[src/hdl/stt_ram.sv]
// ----------------------------------------------------------------------------
// Generic synchronous RAM
// One write port, one read port, registered read data.
// ----------------------------------------------------------------------------
module stt_ram #(
  parameter int unsigned Width = 8,
  parameter int unsigned Depth = 16
) (
  input  logic                                     clk_i,
  input  logic                                     we_i,
  input  logic [((Depth > 1) ? $clog2(Depth) : 1)-1:0] waddr_i,
  input  logic [Width-1:0]                         wdata_i,
  input  logic                                     re_i,
  input  logic [((Depth > 1) ? $clog2(Depth) : 1)-1:0] raddr_i,
  output logic [Width-1:0]                         rdata_o
);

  logic [Width-1:0] mem_q [Depth];
  logic [Width-1:0] rdata_q;

  always_ff @(posedge clk_i) begin
    if (we_i) begin
      mem_q[waddr_i] <= wdata_i;
    end
    if (re_i) begin
      rdata_q <= mem_q[raddr_i];
    end
  end

  assign rdata_o = rdata_q;

endmodule

[config.mk]
export PLATFORM = sky130hd
export DESIGN_NAME = stt_ram
export DESIGN_NICKNAME = d
export VERILOG_FILES = /design/src/hdl/stt_ram.sv
export SDC_FILE = /design/constraint.sdc
export NUM_CORES = 1
export LEC_CHECK = 0
export ABC_AREA = 1
export BUFFER_PORTS_ARGS = -buffer_cell sky130_fd_sc_hd__buf_2
export CORE_UTILIZATION = 55
export DETAILED_ROUTE_END_ITERATION = 8
export GPL_TIMING_DRIVEN = 0
export PLACE_DENSITY_LB_ADDON = 0.25
export SETUP_SLACK_MARGIN = 0.02
export SKIP_CTS_REPAIR_TIMING = 1
export SLEW_MARGIN = 20
export SYNTH_ARGS = -nofsm -noshare
export SYNTH_HDL_FRONTEND = slang
export SYNTH_SLANG_ARGS = --single-unit
export TNS_END_PERCENT = 10
[constraint.sdc]
create_clock -name clk_i -period 1.8 [get_ports clk_i]
set_input_delay 0.36 -clock clk_i [delete_from_list [all_inputs] [get_ports clk_i]]
set_output_delay 0.36 -clock clk_i [all_outputs]
set_load 0.02 [all_outputs]
# Yosys cells after proc, flatten, opt, wreduce, memory -nomap -nowiden
# Memory sizes are Yosys's and may differ from the RTL's. A register that Yosys moved wholly into a read port is not among the register bits.
# Cells that the tools add are included.
[op_classes]
n_mux = 2
[ops]
columns = ["cell", "count"]
rows = [
  ["$mux 1", 2],
]
[totals]
register_bits = 0
ram_bits = 128
input_bits = 19
out_inout_bits = 8
word_cells = 3
memories = 1
[memory_table]
columns = ["memory", "words", "width", "rd", "rd_ports_with_merged_regs", "wr", "line_no", "source"]
rows = [
  ["mem_q", 16, 8, 1, 1, 1, "18", "logic [Width-1:0] mem_q [Depth];"],
]

# Longest topological paths before layout
# Gate-level depths: netlist (run 1).
[depth]
depth_word = 2
ltp_mapped = 8
ltp_nobuf = 7

# Worst setup path before layout (run 1)
# No wires, ideal clock.
[synth_path]
kind = "input to register"
from = "in waddr_i[2] (netlist name)"
to = "mem mem_q[10][0], enable pin"
setup_time_ns = 0.370
arrival_ns = 0.941
required_time_ns = 1.430
path_slack_ns = 0.489
path_stages = 2
n_path_buf = 0
path_cell_list = "nand3b_1 nor2_1"
[synth_rtl]
columns = ["element", "line_no", "source"]
rows = [
  ["from (decl)", "11", "input logic [((Depth > 1) ? $clog2(Depth) : 1)-1:0] waddr_i,"],
  ["to (decl)", "18", ""],
]
# No word-level cell before the write port.

# Final worst setup path (run 1)
[layout_path]
from = "reg rdata_q[1] (netlist: rdata_o[1]) (read register of mem_q)"
to = "out rdata_o[1]"
[layout_rtl]
columns = ["element", "line_no", "source"]
rows = [
  ["from (decl)", "19", "logic [Width-1:0] rdata_q;"],
  ["to (decl)", "15", "output logic [Width-1:0] rdata_o"],
]
# No word-level cell between the ends.

==> flow_metrics.py, run 1 <==
metrics = {
    "final_layout": {
        "utilization": 0.654,
        "layout-drive-gt1-share": 0.130,
        "nFillCells": 768,
        "final-seq-area_sq_um": 4080,
        "num_antenna_cells": 0,
        "finish.instance_area_sq_um": 6750,
        "area_of_the_multi_input_gates_sq_um": 1210,
        "area_growth_pct": 15.4,
        "layout.nets": 612,
    },
    "sta": {
        "timing_max_transition_violations_final": 0,
        "slew_headroom": 0.372,
        "grt_setup_unrepaired": "false",
        "timing.clock.skew_ns": 0.00313,
        "fin_worst_hold_slack_ns": 0.170,
        "final-setup-viol-count": 0,
        "setup_ws_ns": 0.364,
        "f_max_ghz": 0.697,
        "min_period_over_period": 0.798,
        "tightestPinTransition_ns": 0.938,
        "fin_crit_ns": 1.44,
        "hold_violations": 0,
    },
    "placed_design": {
        "dpl_cell_area_sq_um": 6130,
        "gp_congestion": 0.935,
        "place.port_buffers": 23,
        "detailed_place_hpwl_microns": 8950,
        "dpl_worst_slack_ns": -0.111,
    },
    "detailed_routing": {
        "vias": 3952,
        "drc_violations_left": 0,
        "route.detailed.vias_per_inst": 5.33,
        "drtPass1Iterations": 5,
        "routedWlPerCell_microns": 18.9,
        "drt_first_iter_violations": 482,
        "finalWirelength_microns": 14000,
        "antenna_violating_nets_post_route": 0,
    },
    "logic_synthesis": {
        "yosysUniqueCellTypes": 11,
        "ys_ff_latch": 136,
        "ys_top_cells_by_count": "173 x sky130_fd_sc_hd__nand2_1, 136 x sky130_fd_sc_hd__edfxtp_1, 100 x sky130_fd_sc_hd__inv_1",
        "asyncSetResetFlopFracSynth": 0,
        "dominant_cell_by_count_in_the_synthesized_netlist": "sky130_fd_sc_hd__nand2_1",
        "syn-instance-count": 551,
        "count_of_flip_flops_with_a_built_in_enable_after_synthesis": 136,
        "synth_largest_type_area_fraction": 0.698,
        "yosysWarnings": 0,
        "netlist_top_cells_area": "sky130_fd_sc_hd__edfxtp_1 70%, sky130_fd_sc_hd__nand2_1 11%, sky130_fd_sc_hd__nand3_1 8.3%, sky130_fd_sc_hd__inv_1 6.4%, sky130_fd_sc_hd__buf_6 1.2%",
        "ys_dominant_reg_cell": "sky130_fd_sc_hd__edfxtp_1",
        "synth.avg_cell_area_sq_um": 10.6,
        "synth_top_area_cell": "sky130_fd_sc_hd__edfxtp_1",
        "syn_nets": 570,
        "seq_area_frac_synth": 0.698,
        "syn_area_sq_um": 5850,
    },
    "floorplanning": {
        "core.rowCount": 37,
        "design.core.area_sq_um": 10300,
        "floorplan.die.height_microns": 105,
        "io_pins": 27,
        "dieArea_sq_um": 11000,
        "fp.dieW_microns": 105,
        "initial_util": 0.566,
    },
    "setup_path": {
        "critical_path.endpoint_type": "output port",
        "critical-path-slowest-cell": "sky130_fd_sc_hd__edfxtp_1",
        "crit_type": "reg2out",
        "r2r-start": "mem_q[3][3]",
        "critPathRequiredTime_ns": 1.44,
        "worst_setup_path_startpoint": "rdata_o[1]",
        "critical_path.cell_chain": "buf_2",
        "worst_path_largest_cell_delay_ns": 0.36,
        "timing.critical_path.max_delay_family": "flip-flops",
        "crit_path_max_fanout": 1,
        "cp-start-kind": "flip-flop",
        "path_buf_inv": 1,
        "critPathArrivalTime_ns": 1.08,
    },
    "grt": {
        "grt_antenna_before_repair": 0,
        "grt_util_all_layers": 0.279,
        "grt_pass1_wl_microns": 21500,
        "globalRoute.totalOverflow": 0,
        "groute.layer.met2.usage": 0.422,
        "gr-usage-met1": 0.391,
        "global_route.usage.met3": 0.0686,
        "first_global_vias": 3806,
        "busiest_layer": "met2",
        "grt_start_max_net_pins": 17,
    },
    "clocking": {
        "clkLatencyLatePin_ns": 0.54,
        "clock-root-buffer": "sky130_fd_sc_hd__clkbuf_8",
        "h-tree-depth": 4,
        "clock_sinks": 136,
        "worst_setup_hold_path_clk_slew_ns": 0.06,
        "cts_tree": "built",
        "max-clock-path-buffers": 2,
        "numCtsBuffers": 17,
    },
    "pwr": {
        "power.total_uw": 7660,
        "power.density_nw_per_um2": 1140,
        "p_leak_uw": 0.00291,
        "worst_ir_drop_vdd_mv": 0.706,
    },
    "worst_hold_path": {
        "worst_hold_startpoint": "re_i",
        "min-delay-path-class": "in2reg",
    },
    "run_status": {
        "outcome": "finished, final reports clean",
    },
    "run": {
        "maxCapViolations": 0,
    },
}
==> path summary, 6_finish.rpt <==
path	to	slack, ns	depth (start not counted)
max	rdata_o[1]	0.36	1
min	rdata_o[5]	0.17	1
max reg2reg	rdata_o[3]	0.61	6
min reg2reg	rdata_o[1]	0.77	6
==> registers in the layout (all words and copies together), names as in the netlist <==
| name | flops |
|---|---|
| mem_q | 128 |
| rdata_o | 8 |
==> per-stage QoR <==
stage / instances / TNS, ns
floorplan: 551 / 0
global placement: 710 / -0.888
detailed placement: 710 / -1.67
CTS: 742 / 0
global route: 742 / 0
finish: 742 / 0
==> cell type report <==
| class | count | area share |
|---|---|---|
| flip-flops and latches | 136 | 0.605 |
| multi-input cells | 289 | 0.180 |
| clock buffers | 17 | 0.0614 |
| inverters | 102 | 0.0567 |
| clock inverters | 15 | 0.0300 |
| well taps | 136 | 0.0252 |
| plain buffers | 24 | 0.0247 |
| repair buffers | 23 | 0.0171 |
==> layout by cell type, fill, tap and decap left out, drive strengths merged <==
master / Yosys / layout
edfxtp: 136 / 136
nand2: 173 / 173
clkbuf: 0 / 17
clkinvlp: 0 / 4
nand3b: 2 / 2
nand3: 97 / 97
buf: 24 / 47
bufinv: 0 / 4
nor2: 17 / 17
inv: 102 / 103
clkinv: 0 / 6
==> cell families (layout without fill, tap and decap cells) <==
group	after synthesis	after routing	synth area share
buffers and inverters	126	181	0.0939
flip-flops	136	136	0.698
AND/OR/NAND/NOR	289	289	0.208
==> power breakdown <==
group | leakage [uW] | internal [uW] | total, uW | switching [uW]
Combinational | 0.00139 | 133 | 476 | 343
Sequential | 0.00124 | 3570 | 3580 | 16.3
Clock | 0.000288 | 2250 | 3600 | 1350
Total | 0.00291 | 5950 | 7660 | 1710
==> per-layer routing <==
layer,up-vias,wire length [microns]
met4,0,336
met3,31,1380
met5,-,0
met2,227,6540
met1,1830,5780
li1,1864,-
Power figures use the tool's default switching activity.
==> run 2: changes to the inputs <==
==> constraint.sdc (replaced) <==
create_clock -name clk_i -period 1.2 [get_ports clk_i]
set_input_delay 0.24 -clock clk_i [delete_from_list [all_inputs] [get_ports clk_i]]
set_output_delay 0.24 -clock clk_i [all_outputs]
set_load 0.02 [all_outputs]
==> run 2 against run 1 <==
  * The flow now finishes with violations (negative setup slack)
  * Critical path depth is the same
  * Count of clock-buffer cells in the layout is the same
  * Routed wire length grew 0.54%
  * Sequential share of layout area shrank 0.98 points
  * Global-route usage is the same
  * Register-to-register slack lost 0.57 ns
  * Worst setup slack lost 0.47 ns
  * Critical path type unchanged
  * Largest cell class unchanged
  * Largest power group unchanged
  * Highest routed layer unchanged
==> flow_metrics.py, run 2 (synthesized netlist as in run 1, its figures left out) <==
metrics = {
    "final_layout": {
        "area_growth_pct": 17.3,
        "num_antenna_cells": 0,
        "register_containing_the_most_flip_flops_in_the_final_layout": "mem_q",
        "nFillCells": 747,
        "finish.cell_count_without_fillers": 742,
        "layout.nets": 612,
        "layout_commonest_cell": "sky130_fd_sc_hd__nand2_1",
        "mostFrequentLayoutCells": "170 x sky130_fd_sc_hd__nand2_1, 136 x sky130_fd_sc_hd__edfxtp_1, 99 x sky130_fd_sc_hd__inv_1",
        "layout-drive-gt1-share": 0.167,
        "largest_register_ff_count": 128,
    },
    "sta": {
        "timing_max_transition_violations_final": 0,
        "min_period_over_period": 1.09,
        "tightestPinTransition_ns": 0.916,
        "f_max_ghz": 0.764,
        "final-setup-viol-count": 8,
        "setup_ws_ns": -0.110,
        "fin_crit_ns": 1.31,
        "hold_violations": 0,
        "grt_setup_unrepaired": "true",
        "timing.clock.skew_ns": 0.00890,
        "slew_headroom": 0.387,
    },
    "detailed_routing": {
        "route.detailed.vias_per_inst": 5.38,
        "antenna_violating_nets_post_route": 0,
        "routedWlPerCell_microns": 19.0,
        "vias": 3994,
        "finalWirelength_microns": 14100,
        "drtPass1Iterations": 6,
        "drc_violations_left": 0,
        "drt_first_iter_violations": 447,
    },
    "floorplanning": {
        "core.rowCount": 37,
        "dieArea_sq_um": 11000,
        "initial_util": 0.566,
        "io_pins": 27,
        "fp.dieW_microns": 105,
        "design.core.area_sq_um": 10300,
        "floorplan.die.height_microns": 105,
    },
    "setup_path": {
        "timing.critical_path.max_delay_family": "flip-flops",
        "crit_path_max_fanout": 1,
        "path_buf_inv": 1,
        "worst_path_largest_cell_delay_ns": 0.39,
        "cp-start-kind": "flip-flop",
        "critPathRequiredTime_ns": 0.96,
        "critical_path.endpoint_type": "output port",
        "critical-path-slowest-cell": "sky130_fd_sc_hd__edfxtp_1",
        "critPathArrivalTime_ns": 1.07,
        "critical_path.cell_chain": "buf_6",
        "crit_type": "reg2out",
    },
    "placed_design": {
        "place.port_buffers": 23,
        "detailed_place_hpwl_microns": 8950,
        "dpl_worst_slack_ns": -0.591,
        "gp_congestion": 0.935,
        "dp.cells": 710,
    },
    "grt": {
        "globalRoute.totalOverflow": 0,
        "grt_start_max_net_pins": 17,
        "grt_antenna_before_repair": 0,
        "first_global_vias": 3806,
        "grt_util_all_layers": 0.279,
        "grt_pass1_wl_microns": 21500,
    },
    "clocking": {
        "h-tree-depth": 4,
        "cts_tree": "built",
        "numCtsBuffers": 17,
        "max-clock-path-buffers": 2,
        "clock-root-buffer": "sky130_fd_sc_hd__clkbuf_8",
        "worst_setup_hold_path_clk_slew_ns": 0.06,
        "clock_sinks": 136,
        "clkLatencyLatePin_ns": 0.55,
    },
    "run": {
        "maxCapViolations": 0,
    },
    "pwr": {
        "worst_ir_drop_vdd_mv": 1.07,
        "power.density_nw_per_um2": 1680,
        "power.total_uw": 11500,
        "p_leak_uw": 0.00295,
    },
    "worst_hold_path": {
        "min-delay-path-class": "in2reg",
    },
    "run_status": {
        "outcome": "finished with violations",
        "failed_checks": "negative setup slack",
    },
}
-- run 2: cell counts in the layout (fill, tap and decap cells not counted) --
No cell type changed its count.
-- run 2: final timing paths --
| kind | startpoint | endpoint | slack [ns] | cells past startpoint |
|---|---|---|---|---|
| setup / recovery | rdata_o[1] | rdata_o[1] | -0.11 | 1 |
| hold / removal | re_i | rdata_o[2] | 0.06 | 1 |
| setup reg to reg | mem_q[11][4] | rdata_o[4] | 0.04 | 6 |
| hold reg to reg | mem_q[3][1] | rdata_o[1] | 0.77 | 6 |
-- run 2: report_power, final --
group	internal [uW]	total, uW	leakage [uW]	switching, uW
sequential	5350	5380	0.00124	26.8
combinational	219	754	0.00143	535
clock	3380	5390	0.000288	2020
-- run 2: final cells by class --
type | count | area [sq um] | share of cell area
plain buffers | 24 | 166 | 0.0243
clock buffers | 17 | 414 | 0.0604
clock inverters | 15 | 203 | 0.0295
inverters | 102 | 383 | 0.0558
multi-input cells | 289 | 1310 | 0.190
flip-flops and latches | 136 | 4080 | 0.595
well taps | 136 | 170 | 0.0248
repair buffers | 23 | 134 | 0.0195
-- run 2: stage by stage --
| stage | hold slack (ns) | instance area, sq um | setup TNS (ns) | util |
|---|---|---|---|---|
| global route | 0.0665 | 6860 | -1.26 | 0.665 |
| finish | 0.0551 | 6860 | -0.747 | 0.665 |
| global placement | 0.600 | 6130 | -51.49 | 0.594 |
| CTS | 0.0468 | 6750 | -1.14 | 0.654 |
| detailed placement | 0.603 | 6130 | -56.00 | 0.594 |
| floorplan | 0.339 | 5850 | 0 | - |
-- run 2: metal layers --
layer	wire length [microns]	part of all wire	track usage	vias up
met5	0	0	0	-
met4	267	0.019	0.113	0
met3	1300	0.092	0.0686	22
met2	6660	0.47	0.422	211
met1	5890	0.42	0.391	1897
li1	-	-	-	1864
